**src/rtl/core/hidrdp_pkg.sv**
```systemverilog
// ----------------------------------------------------------------------------
// hidrdp_pkg
// Types and constants shared by the HID report descriptor parser modules.
// ----------------------------------------------------------------------------
package hidrdp_pkg;

    localparam logic [7:0] PREFIX_LONG = 8'hFE;

    localparam logic [1:0] TYPE_MAIN   = 2'd0;
    localparam logic [1:0] TYPE_GLOBAL = 2'd1;
    localparam logic [1:0] TYPE_LOCAL  = 2'd2;

    localparam logic [3:0] TAG_INPUT      = 4'd8;
    localparam logic [3:0] TAG_COLLECTION = 4'd10;
    localparam logic [3:0] TAG_END_COLL   = 4'd12;

    localparam logic [3:0] TAG_USAGE_PAGE = 4'd0;
    localparam logic [3:0] TAG_LOG_MIN    = 4'd1;
    localparam logic [3:0] TAG_LOG_MAX    = 4'd2;
    localparam logic [3:0] TAG_RPT_SIZE   = 4'd7;
    localparam logic [3:0] TAG_RPT_ID     = 4'd8;
    localparam logic [3:0] TAG_RPT_COUNT  = 4'd9;
    localparam logic [3:0] TAG_PUSH       = 4'd10;
    localparam logic [3:0] TAG_POP        = 4'd11;

    localparam logic [3:0] TAG_USAGE     = 4'd0;
    localparam logic [3:0] TAG_USAGE_MIN = 4'd1;
    localparam logic [3:0] TAG_USAGE_MAX = 4'd2;

    localparam logic [15:0] PAGE_GENERIC_DESKTOP = 16'h0001;
    localparam logic [15:0] APP_JOYSTICK         = 16'h0004;
    localparam logic [15:0] APP_GAMEPAD          = 16'h0005;
    localparam logic [15:0] APP_MULTI_AXIS       = 16'h0008;

    typedef enum logic [3:0] {
        PH_IDLE  = 4'b0001,
        PH_SHORT = 4'b0010,
        PH_LHDR  = 4'b0100,
        PH_LDATA = 4'b1000
    } asm_phase_t;

    // One complete short item, valid in the cycle its last byte is taken.
    typedef struct packed {
        logic        fire;
        logic [7:0]  prefix;
        logic [2:0]  need;
        logic [31:0] data;
    } item_t;

    typedef struct packed {
        logic [15:0] usage_page;
        logic [31:0] lmin;
        logic [31:0] lmax;
        logic [7:0]  rsize;
        logic [7:0]  rid;
        logic [7:0]  rcount;
    } gstate_t;

endpackage

```
**src/rtl/core/hidrdp_asm.sv**
```systemverilog
// ----------------------------------------------------------------------------
// hidrdp_asm
// Item assembler: collects short item data bytes and skips long items.
// ----------------------------------------------------------------------------
module hidrdp_asm (
    input  logic               aclk,
    input  logic               aresetn,
    input  logic               take,
    input  logic [7:0]         din,
    input  logic               clear,
    output hidrdp_pkg::item_t  item
);

    hidrdp_pkg::asm_phase_t phase_reg, phase_next;
    logic [7:0]  prefix_reg, prefix_next;
    logic [7:0]  need_reg, need_next;
    logic [7:0]  got_reg, got_next;
    logic [31:0] data_reg, data_next;
    logic [2:0]  need_b;
    logic [31:0] shifted;

    always_comb begin
        need_b = (din[1:0] == 2'd3) ? 3'd4 : {1'b0, din[1:0]};
        unique case (got_reg[1:0])
            2'd0: shifted = {24'd0, din};
            2'd1: shifted = {16'd0, din, 8'd0};
            2'd2: shifted = {8'd0, din, 16'd0};
            default: shifted = {din, 24'd0};
        endcase
    end

    always_comb begin
        phase_next  = phase_reg;
        prefix_next = prefix_reg;
        need_next   = need_reg;
        got_next    = got_reg;
        data_next   = data_reg;
        item.fire   = 1'b0;
        item.prefix = prefix_reg;
        item.need   = need_reg[2:0];
        item.data   = data_reg;
        unique case (phase_reg)
            hidrdp_pkg::PH_IDLE: begin
                got_next = 8'd0;
                if (din == hidrdp_pkg::PREFIX_LONG) begin
                    phase_next = hidrdp_pkg::PH_LHDR;
                end else begin
                    prefix_next = din;
                    need_next   = {5'd0, need_b};
                    data_next   = 32'd0;
                    item.prefix = din;
                    item.need   = need_b;
                    item.data   = 32'd0;
                    if (need_b == 3'd0) begin
                        item.fire = take;
                    end else begin
                        phase_next = hidrdp_pkg::PH_SHORT;
                    end
                end
            end
            hidrdp_pkg::PH_SHORT: begin
                data_next = data_reg | shifted;
                got_next  = got_reg + 8'd1;
                item.data = data_next;
                if (got_next >= need_reg) begin
                    phase_next = hidrdp_pkg::PH_IDLE;
                    item.fire  = take;
                end
            end
            hidrdp_pkg::PH_LHDR: begin
                if (got_reg == 8'd0) begin
                    need_next = din;
                    got_next  = 8'd1;
                end else begin
                    got_next   = 8'd0;
                    phase_next = (need_reg == 8'd0) ? hidrdp_pkg::PH_IDLE
                                                    : hidrdp_pkg::PH_LDATA;
                end
            end
            default: begin
                got_next = got_reg + 8'd1;
                if (got_next >= need_reg) begin
                    phase_next = hidrdp_pkg::PH_IDLE;
                end
            end
        endcase
    end

    always_ff @(posedge aclk) begin
        if (!aresetn || (take && clear)) begin
            phase_reg  <= hidrdp_pkg::PH_IDLE;
            prefix_reg <= 8'd0;
            need_reg   <= 8'd0;
            got_reg    <= 8'd0;
            data_reg   <= 32'd0;
        end else if (take) begin
            phase_reg  <= phase_next;
            prefix_reg <= prefix_next;
            need_reg   <= need_next;
            got_reg    <= got_next;
            data_reg   <= data_next;
        end
    end

endmodule

```
**config.mk**
```make
export PLATFORM = sky130hd
export DESIGN_NAME = hidrdp_asm
export DESIGN_NICKNAME = d
export VERILOG_FILES = /design/src/rtl/core/hidrdp_pkg.sv /design/src/rtl/core/hidrdp_asm.sv
export SDC_FILE = /design/constraint.sdc
export NUM_CORES = 1
export LEC_CHECK = 0
export CAP_MARGIN = 20
export CORE_AREA = 2 2 95 97
export CTS_CLUSTER_SIZE = 24
export DETAILED_ROUTE_END_ITERATION = 12
export DIE_AREA = 0 0 97 99
export DONT_BUFFER_PORTS = 1
export SLEW_MARGIN = 20
export SYNTH_ARGS = -nofsm -noshare
export SYNTH_HDL_FRONTEND = slang
export SYNTH_SLANG_ARGS = --single-unit
```
**constraint.sdc**
```tcl
create_clock -name aclk -period 2.45 [get_ports aclk]
set_input_delay 0.1225 -clock aclk [delete_from_list [all_inputs] [get_ports aclk]]
set_output_delay 0.1225 -clock aclk [all_outputs]
set_load 0.03 [all_outputs]
```
==> results of run 1 <==
## cell families after synthesis
kind of cell	Yosys count	share of synthesized area [%]
xor gates and xnor gates	7	1.846
muxes	10	3.278
DFF	60	36.17
and+or+nand+nor	171	25.81
adders and majority gates	13	4.898
buffers and inverters	47	5.953
AOI/OAI and AO/OA	114	22.04
## final timing paths
path | start | end | slack, ns | cells after the start
setup / recovery | got_reg[1]$_SDFFE_PP0P_ | item[43] | -0.04 | 10
hold reg to reg | prefix_reg[3]$_SDFFE_PP0P_ | prefix_reg[3]$_SDFFE_PP0P_ | 0.46 | 2
hold / removal | din[1] | need_reg[2]$_SDFFE_PP0P_ | 0.03 | 2
setup reg to reg | got_reg[1]$_SDFFE_PP0P_ | phase_reg[0]$_SDFFE_PP1P_ | 0.07 | 9
## synth_stat cells, types with 2 or more instances
library cell,n,area [um2]
buf_2,10,50.05
nor3b_2,2,25.02
ha_1,13,162.7
dfxtp_1,60,1201
xor2_1,2,17.52
a21bo_2,2,20.02
o21ai_0,6,30.03
xnor2_1,5,43.79
and3_1,4,25.02
mux2i_1,3,30.03
nand2_1,38,142.6
or4_1,2,15.01
clkbuf_1,25,93.84
nand4_1,2,12.51
nand3_1,13,65.06
a21oi_2,2,17.52
a22oi_1,35,262.8
nand2b_1,7,43.79
or3_1,2,12.51
nor2b_1,2,12.51
and3b_1,2,17.52
o21a_1,2,15.01
mux2_2,7,78.83
inv_1,10,37.54
nor2_1,75,281.5
a21boi_0,2,15.01
and2_1,7,43.79
a21oi_1,56,280.3
o31ai_1,2,15.01
nor4_1,2,12.51
nand3b_1,2,15.01
nor4b_2,2,30.03
## final cells by class
| type | instances | area, um2 |
|---|---|---|
| clock inverter | 7 | 123.9 |
| inverter | 10 | 42.54 |
| fill | 829 | 4392 |
| tap | 108 | 135.1 |
| clock buffer | 9 | 123.9 |
| sequential | 60 | 1212 |
| multi-input combinational | 315 | 2022 |
| timing repair buffer | 62 | 499.2 |
## where the power goes
group | internal (mW) | switching [mW] | leakage (nW)
clock | 0.682 | 0.437 | 0.120
sequential | 0.989 | 0.0178 | 0.487
combinational | 0.146 | 0.285 | 0.956
total | 1.82 | 0.740 | 1.56
## worst reg2reg max path, cell delays in order, from the launching register on
cell and delay (ns):
dfxtp_4 0.38, ha_4 0.15, and3_4 0.19, nand3_2 0.09, xnor2_2 0.16, ha_1 0.32, nand3_2 0.09, o31ai_1 0.50
o2111ai_2 0.21, a21boi_2 0.19
## timing repair
item / CTS / global route
setup buffers: 2 / 0
gates resized for setup: 22 / 10
setup endpoints to repair: 1 / 5
hold endpoints to repair: 52 / 0
hold buffers: 9 / 0
pin swaps: 7 / 2
## metrics by stage
step                hold slack, ns  TNS (ns)  total power [mW]  util (%)  worst slack [ns]
floorplan                   0.3073         0             1.356         -            0.1272
global placement            0.2251         0             1.402     43.05            0.2049
detailed placement          0.2280         0             1.409     43.05           0.08620
CTS                       0.004063  -0.01012             2.560     48.16          -0.01012
global route               0.03351   -0.1750             2.636     48.64           -0.1394
finish                     0.02719  -0.03631             2.558     48.64          -0.03631
## routing by layer
metal  up-vias  routed length [um]
li1       1536                   -
met1      1537                4380
met2       107                4988
met3         7                 632
met4         0                  83
met5         -                   0
==> impl_table.tex, run 1 <==
\begin{tabular}{lr}
\hline
Metric & Value \\
\hline
\multicolumn{2}{l}{\textbf{Floorplan}} \\
IO Count & 56 \\
Vertical extent of the die & 99 um \\
Die ar. & $\sim$9600 um2 \\
Area of the core & 8551 um2 \\
Initial core utilization & 38.84\% \\
Horizontal extent of the die & 97 um \\
Std-Cell Rows & 34 \\
\multicolumn{2}{l}{\textbf{Clock network}} \\
Clock root buffer & clkbuf\_8 \\
Clock tree from TritonCTS & built \\
Later-pin clock latency in the skew report & 0.35 ns \\
Post-CTS clock slew at the launch and capture registers of the worst setup and hold paths & 0.07 ns \\
Inserted Clock Buffers & 9 \\
Level count of the clock H-tree & 3 \\
Clock Sink Count & 60 \\
Clock buffer depth & 2 \\
\multicolumn{2}{l}{\textbf{Setup path}} \\
Buffers and inverters on the worst path & 2 \\
Data arrival time of the critical path & 2.36 ns \\
Required time reported for the critical path endpoint & 2.33 ns \\
Maximum net fanout on the critical path & 3 \\
Max stage delay cell, worst path & or4\_4 \\
Stage delay of the slowest cell on the critical path & 0.52 ns \\
Crit start category & flop \\
Cell-by-cell listing of the critical path & ha\_4, buf\_6, xor2\_2, ha\_2, or4\_4, a21oi\_4, o31ai\_2, nand2\_1, a21boi\_1, buf\_4 \\
Category of the most critical setup path & reg -> out \\
CP Capture Type & output pin \\
Cell class contributing the biggest share of worst-path delay & simple AND/OR/NAND/NOR gates \\
\multicolumn{2}{l}{\textbf{Timing}} \\
Slew Limit Fails & 0 \\
Worst slew slack as a fraction of its limit & 60.49\% \\
Peak Freq & 0.4022 GHz \\
Measured slew at the worst slew-check pin & 0.5906 ns \\
Final number of setup-violating endpoints & 1 \\
Final critical delay including setup and external delays & 2.486 ns \\
Post-route clock skew & 0.006861 ns \\
Slack of the critical path & -0.03631 ns \\
Final clock period utilization by the worst path & 101.5\% \\
Endpoints failing hold & 0 \\
Unrepaired setup endpoints after global routing & yes \\
\multicolumn{2}{l}{\textbf{Yosys}} \\
Yosys reg bits & 60 \\
Ys async rst share & 0\% \\
Sequential share of the synthesized area & 36.17\% \\
Post-Syn Instances & 422 \\
Cell area after synthesis & roughly 3300 um2 \\
Distinct cell type count after synthesis & 50 \\
Mean instance size in the synthesized netlist & 7.869 um2 \\
Post-synth net total & 447 \\
Number of flops mapped to enable cells by yosys & 0 \\
Yosys Warn Count & 0 \\
Prevailing post-synth register cell & dfxtp\_1 \\
\multicolumn{2}{l}{\textbf{GRT}} \\
GRT Total Usage & 21.08\% \\
Initial antenna violation count & 0 \\
GR met1 Demand/Resource & 27.60\% \\
Via count of the first global-routing pass & slightly above 3000 \\
Total congestion overflow after global routing & 0 \\
Wire length of the first global-routing pass & between 15000 and 20000 um \\
Layer with the highest usage after global routing & met2 \\
Maximum number of pins on one net before global-route repair & a little over 40 \\
GR Util met3 & about 3.3\% \\
Global-route met2 utilization & 34.78\% \\
\multicolumn{2}{l}{\textbf{Finish}} \\
Final net count & 483 \\
Area Overhead vs Synth & 25.24\% \\
Most common cell after layout, fill and taps aside & nor2\_1 \\
\# diodes & 0 \\
Most used cells in the layout excluding fill and tap cells & 75 x nor2\_1, 57 x dfxtp\_1, 53 x a21oi\_1 \\
Final cell count without fillers & 571 \\
Cell area after layout & about 4200 um2 \\
Number of flip-flops in the largest register & 32 \\
Share of post-route cells with drive strength above 1 & 25.05\% \\
\multicolumn{2}{l}{\textbf{Run status}} \\
Run status & finished, violations left \\
Failing checks & setup timing \\
\multicolumn{2}{l}{\textbf{Drt}} \\
Average routed wire per standard cell & between 15 and 20 um \\
Total iterations of the first detailed-routing run & 5 \\
Number of violations reported at the end of detailed-routing iteration 0 & 225 \\
Post-DRT Antenna Nets & 0 \\
Via Count & 3187 \\
Count of unresolved DRC violations after routing & 0 \\
Per-cell via count in the routed design & 5.581 \\
Total length of routed wires & about 10000 um \\
\multicolumn{2}{l}{\textbf{Power and ir drop}} \\
Static Leak & 1.563 nW \\
Largest vdd supply drop & 374.7 uV \\
Pwr dens & 615.0 nW/um2 \\
\multicolumn{2}{l}{\textbf{Placed design}} \\
Placed instance count & 544 \\
Count of input and output buffers & 0 \\
Placed standard-cell area & between 3000 and 4000 um2 \\
RD Place Congestion & 0.8936 \\
Placed wire-length estimate & $\sim$5900 um \\
\multicolumn{2}{l}{\textbf{Hold path}} \\
Worst Hold Class & in -> reg \\
\multicolumn{2}{l}{\textbf{Run}} \\
Max-cap violation count & 0 \\
\hline
\end{tabular}
No activity file was read; power rests on OpenSTA's default activity.
==> inputs of run 2 (changes only) <==
--- a/config.mk
+++ b/config.mk
@@ -11,6 +11,7 @@
 export DETAILED_ROUTE_END_ITERATION = 12
 export DIE_AREA = 0 0 97 99
 export DONT_BUFFER_PORTS = 1
+export SKIP_LAST_GASP = 1
 export SLEW_MARGIN = 20
 export SYNTH_ARGS = -nofsm -noshare
 export SYNTH_HDL_FRONTEND = slang
==> run 2 against run 1 <==
The flow still finishes with violations (setup timing). Critical path depth unchanged. Count of clock-buffer cells in the layout unchanged. Via count is 0.41% lower. Clock skew fell by 0.0011 ns. Critical path type unchanged. Largest cell class unchanged. Largest power group unchanged. Highest routed layer unchanged.
==> impl_table.tex, run 2 (synthesized netlist as in run 1, its figures left out) <==
\begin{tabular}{lr}
\hline
Metric & Value \\
\hline
\multicolumn{2}{l}{\textbf{Drt}} \\
Post-DRT Antenna Nets & 0 (unchanged) \\
Number of violations reported at the end of detailed-routing iteration 0 & 231 (+2.7\%) \\
Average routed wire per standard cell & 17.63 um (-0.20\%) \\
Count of unresolved DRC violations after routing & 0 (unchanged) \\
Total iterations of the first detailed-routing run & 4 (-1) \\
Per-cell via count in the routed design & 5.559 (-0.41\%) \\
Total length of routed wires & 10070 um (-0.20\%) \\
Via Count & 3174 (-0.41\%) \\
\multicolumn{2}{l}{\textbf{Placed design}} \\
RD Place Congestion & 0.8936 (unchanged) \\
Placed wire-length estimate & 5868 um (unchanged) \\
Worst slack at placement & 0.08620 ns (unchanged) \\
Count of input and output buffers & 0 (unchanged) \\
\multicolumn{2}{l}{\textbf{Finish}} \\
\# diodes & 0 (unchanged) \\
Fillcell total & 830 (+0.12\%) \\
Most used cells in the layout excluding fill and tap cells & 75 x nor2\_1, 57 x dfxtp\_1, 53 x a21oi\_1 \\
Most common cell after layout, fill and taps aside & nor2\_1 \\
Final core utilization & 48.61\% (about the same) \\
Area Overhead vs Synth & 25.17\% (about the same) \\
Share of post-route cells with drive strength above 1 & 24.84\% (-0.22 points) \\
Final net count & 483 (unchanged) \\
Number of flip-flops in the largest register & 32 (unchanged) \\
\multicolumn{2}{l}{\textbf{Power and ir drop}} \\
Static Leak & 1.564 nW (about the same) \\
Largest vdd supply drop & 374.4 uV (about the same) \\
Pwr dens & 614.5 nW/um2 (about the same) \\
\multicolumn{2}{l}{\textbf{GRT}} \\
Global-route met2 utilization & 34.78\% (unchanged) \\
Layer with the highest usage after global routing & met2 \\
GRT Total Usage & 21.08\% (unchanged) \\
Wire length of the first global-routing pass & 16130 um (unchanged) \\
GR Util met3 & 3.333\% (unchanged) \\
Total congestion overflow after global routing & 0 (unchanged) \\
GR met1 Demand/Resource & 27.60\% (unchanged) \\
Via count of the first global-routing pass & 3071 (unchanged) \\
Maximum number of pins on one net before global-route repair & 41 (unchanged) \\
Initial antenna violation count & 0 (unchanged) \\
\multicolumn{2}{l}{\textbf{Setup path}} \\
Cell-by-cell listing of the critical path & buf\_6, inv\_4, ha\_4, ha\_1, or4\_4, a21oi\_4, o31ai\_2, nand2\_1, a21boi\_1, buf\_4 \\
CP Capture Type & output pin \\
Register-to-Register Setup Slack & 0.07 ns (about the same) \\
Category of the most critical setup path & reg -> out \\
Max stage delay cell, worst path & or4\_4 \\
Maximum net fanout on the critical path & 3 (unchanged) \\
Stage delay of the slowest cell on the critical path & 0.55 ns (+0.03 ns) \\
Required time reported for the critical path endpoint & 2.33 ns (about the same) \\
Data arrival time of the critical path & 2.37 ns (about the same) \\
Crit start category & flop \\
\multicolumn{2}{l}{\textbf{Timing}} \\
Endpoints failing hold & 0 (unchanged) \\
Final critical delay including setup and external delays & 2.490 ns (+0.003266 ns) \\
Final number of setup-violating endpoints & 1 (unchanged) \\
Hold slack final & 0.02409 ns (-0.003108 ns) \\
Slack of the critical path & -0.03958 ns (-0.003266 ns) \\
Measured slew at the worst slew-check pin & 0.5924 ns (+0.001813 ns) \\
Slew Limit Fails & 0 (unchanged) \\
Unrepaired setup endpoints after global routing & yes \\
Post-route clock skew & 0.005771 ns (-0.001090 ns) \\
Peak Freq & 0.4017 GHz (-0.13\%) \\
Final clock period utilization by the worst path & 101.6\% (+0.13 points) \\
Worst slew slack as a fraction of its limit & 60.37\% (-0.12 points) \\
\multicolumn{2}{l}{\textbf{Floorplan}} \\
Area of the core & 8551 um2 (unchanged) \\
IO Count & 56 (unchanged) \\
Horizontal extent of the die & 97 um (unchanged) \\
Die ar. & 9603 um2 (unchanged) \\
Std-Cell Rows & 34 (unchanged) \\
Initial core utilization & 38.84\% (unchanged) \\
Vertical extent of the die & 99 um (unchanged) \\
\multicolumn{2}{l}{\textbf{Clock network}} \\
Level count of the clock H-tree & 3 (unchanged) \\
Post-CTS clock slew at the launch and capture registers of the worst setup and hold paths & 0.07 ns (about the same) \\
Clock root buffer & clkbuf\_8 \\
Clock buffer depth & 2 (unchanged) \\
Later-pin clock latency in the skew report & 0.34 ns (about the same) \\
Inserted Clock Buffers & 9 (unchanged) \\
Clock tree from TritonCTS & built \\
Clock Sink Count & 60 (unchanged) \\
\multicolumn{2}{l}{\textbf{Run}} \\
Max-cap violation count & 0 (unchanged) \\
\multicolumn{2}{l}{\textbf{Run status}} \\
Run status & finished, violations left \\
Failing checks & setup timing \\
\multicolumn{2}{l}{\textbf{Hold path}} \\
Worst Hold Class & in -> reg \\
\hline
\end{tabular}
run 2: cell count changes in the layout (fill, tap and decap cells not counted):
cell  previous run  this run
ha_2             3         2
ha_1             8         9
run 2: final timing paths:
path / startpoint / to / cells after the start
hold / removal: din[1] / need_reg[2]$_SDFFE_PP0P_ / 2
setup / recovery: got_reg[1]$_SDFFE_PP0P_ / item[43] / 10
hold reg to reg: prefix_reg[3]$_SDFFE_PP0P_ / prefix_reg[3]$_SDFFE_PP0P_ / 2
setup reg to reg: got_reg[1]$_SDFFE_PP0P_ / phase_reg[0]$_SDFFE_PP1P_ / 9
run 2: through the flow:
stage,instances,setup TNS [ns],cell area [um2],total power [mW]
after CTS,571,-0.01012,4118,2.560
after global placement,544,0,3681,1.402
after floorplan,422,0,3321,1.356
after detailed placement,544,0,3681,1.409
after global routing,571,-0.1750,4156,2.635
final,571,-0.03958,4156,2.554
run 2: area by class of cell:
type                            count  area [um2]  share of cell area, %
Tap cell                          108       135.1                  3.251
Multi-Input combinational cell    315        2019                  48.59
Sequential cell                    60        1212                  29.17
Timing Repair Buffer               62       499.2                  12.01
Clock buffer                        9       123.9                  2.980
Inverter                           10       42.54                  1.023
Clock inverter                      7       123.9                  2.980
run 2: what timing repair did:
action | CTS | global route
hold buffers | 9 | 0
endpoints found under the hold margin | 52 | 0
pin swaps | 7 | 2
setup endpoints to repair | 1 | 5
resized for setup | 22 | 9
buffers inserted | 2 | 0
run 2: critical path, delay by kind of cell (launching register included):
kind                       cells  cell delay [ns]
adders and majority gates      2             0.41
DFF                            1             0.38
and+or+nand+nor                2             0.61
buffers and inverters          3             0.33
AOI/OAI and AO/OA              3             0.30
run 2: routing by layer:
layer	share of wire (%)	routed length [um]
met1	43	4320
met2	49	4904
met3	7.4	741
met4	0.98	99
met5	0	0
run 2: power by group:
part | switching [mW] | internal (mW)
Combinational | 0.286 | 0.145
Sequential | 0.0175 | 0.989
Clock | 0.435 | 0.682
Total | 0.738 | 1.82
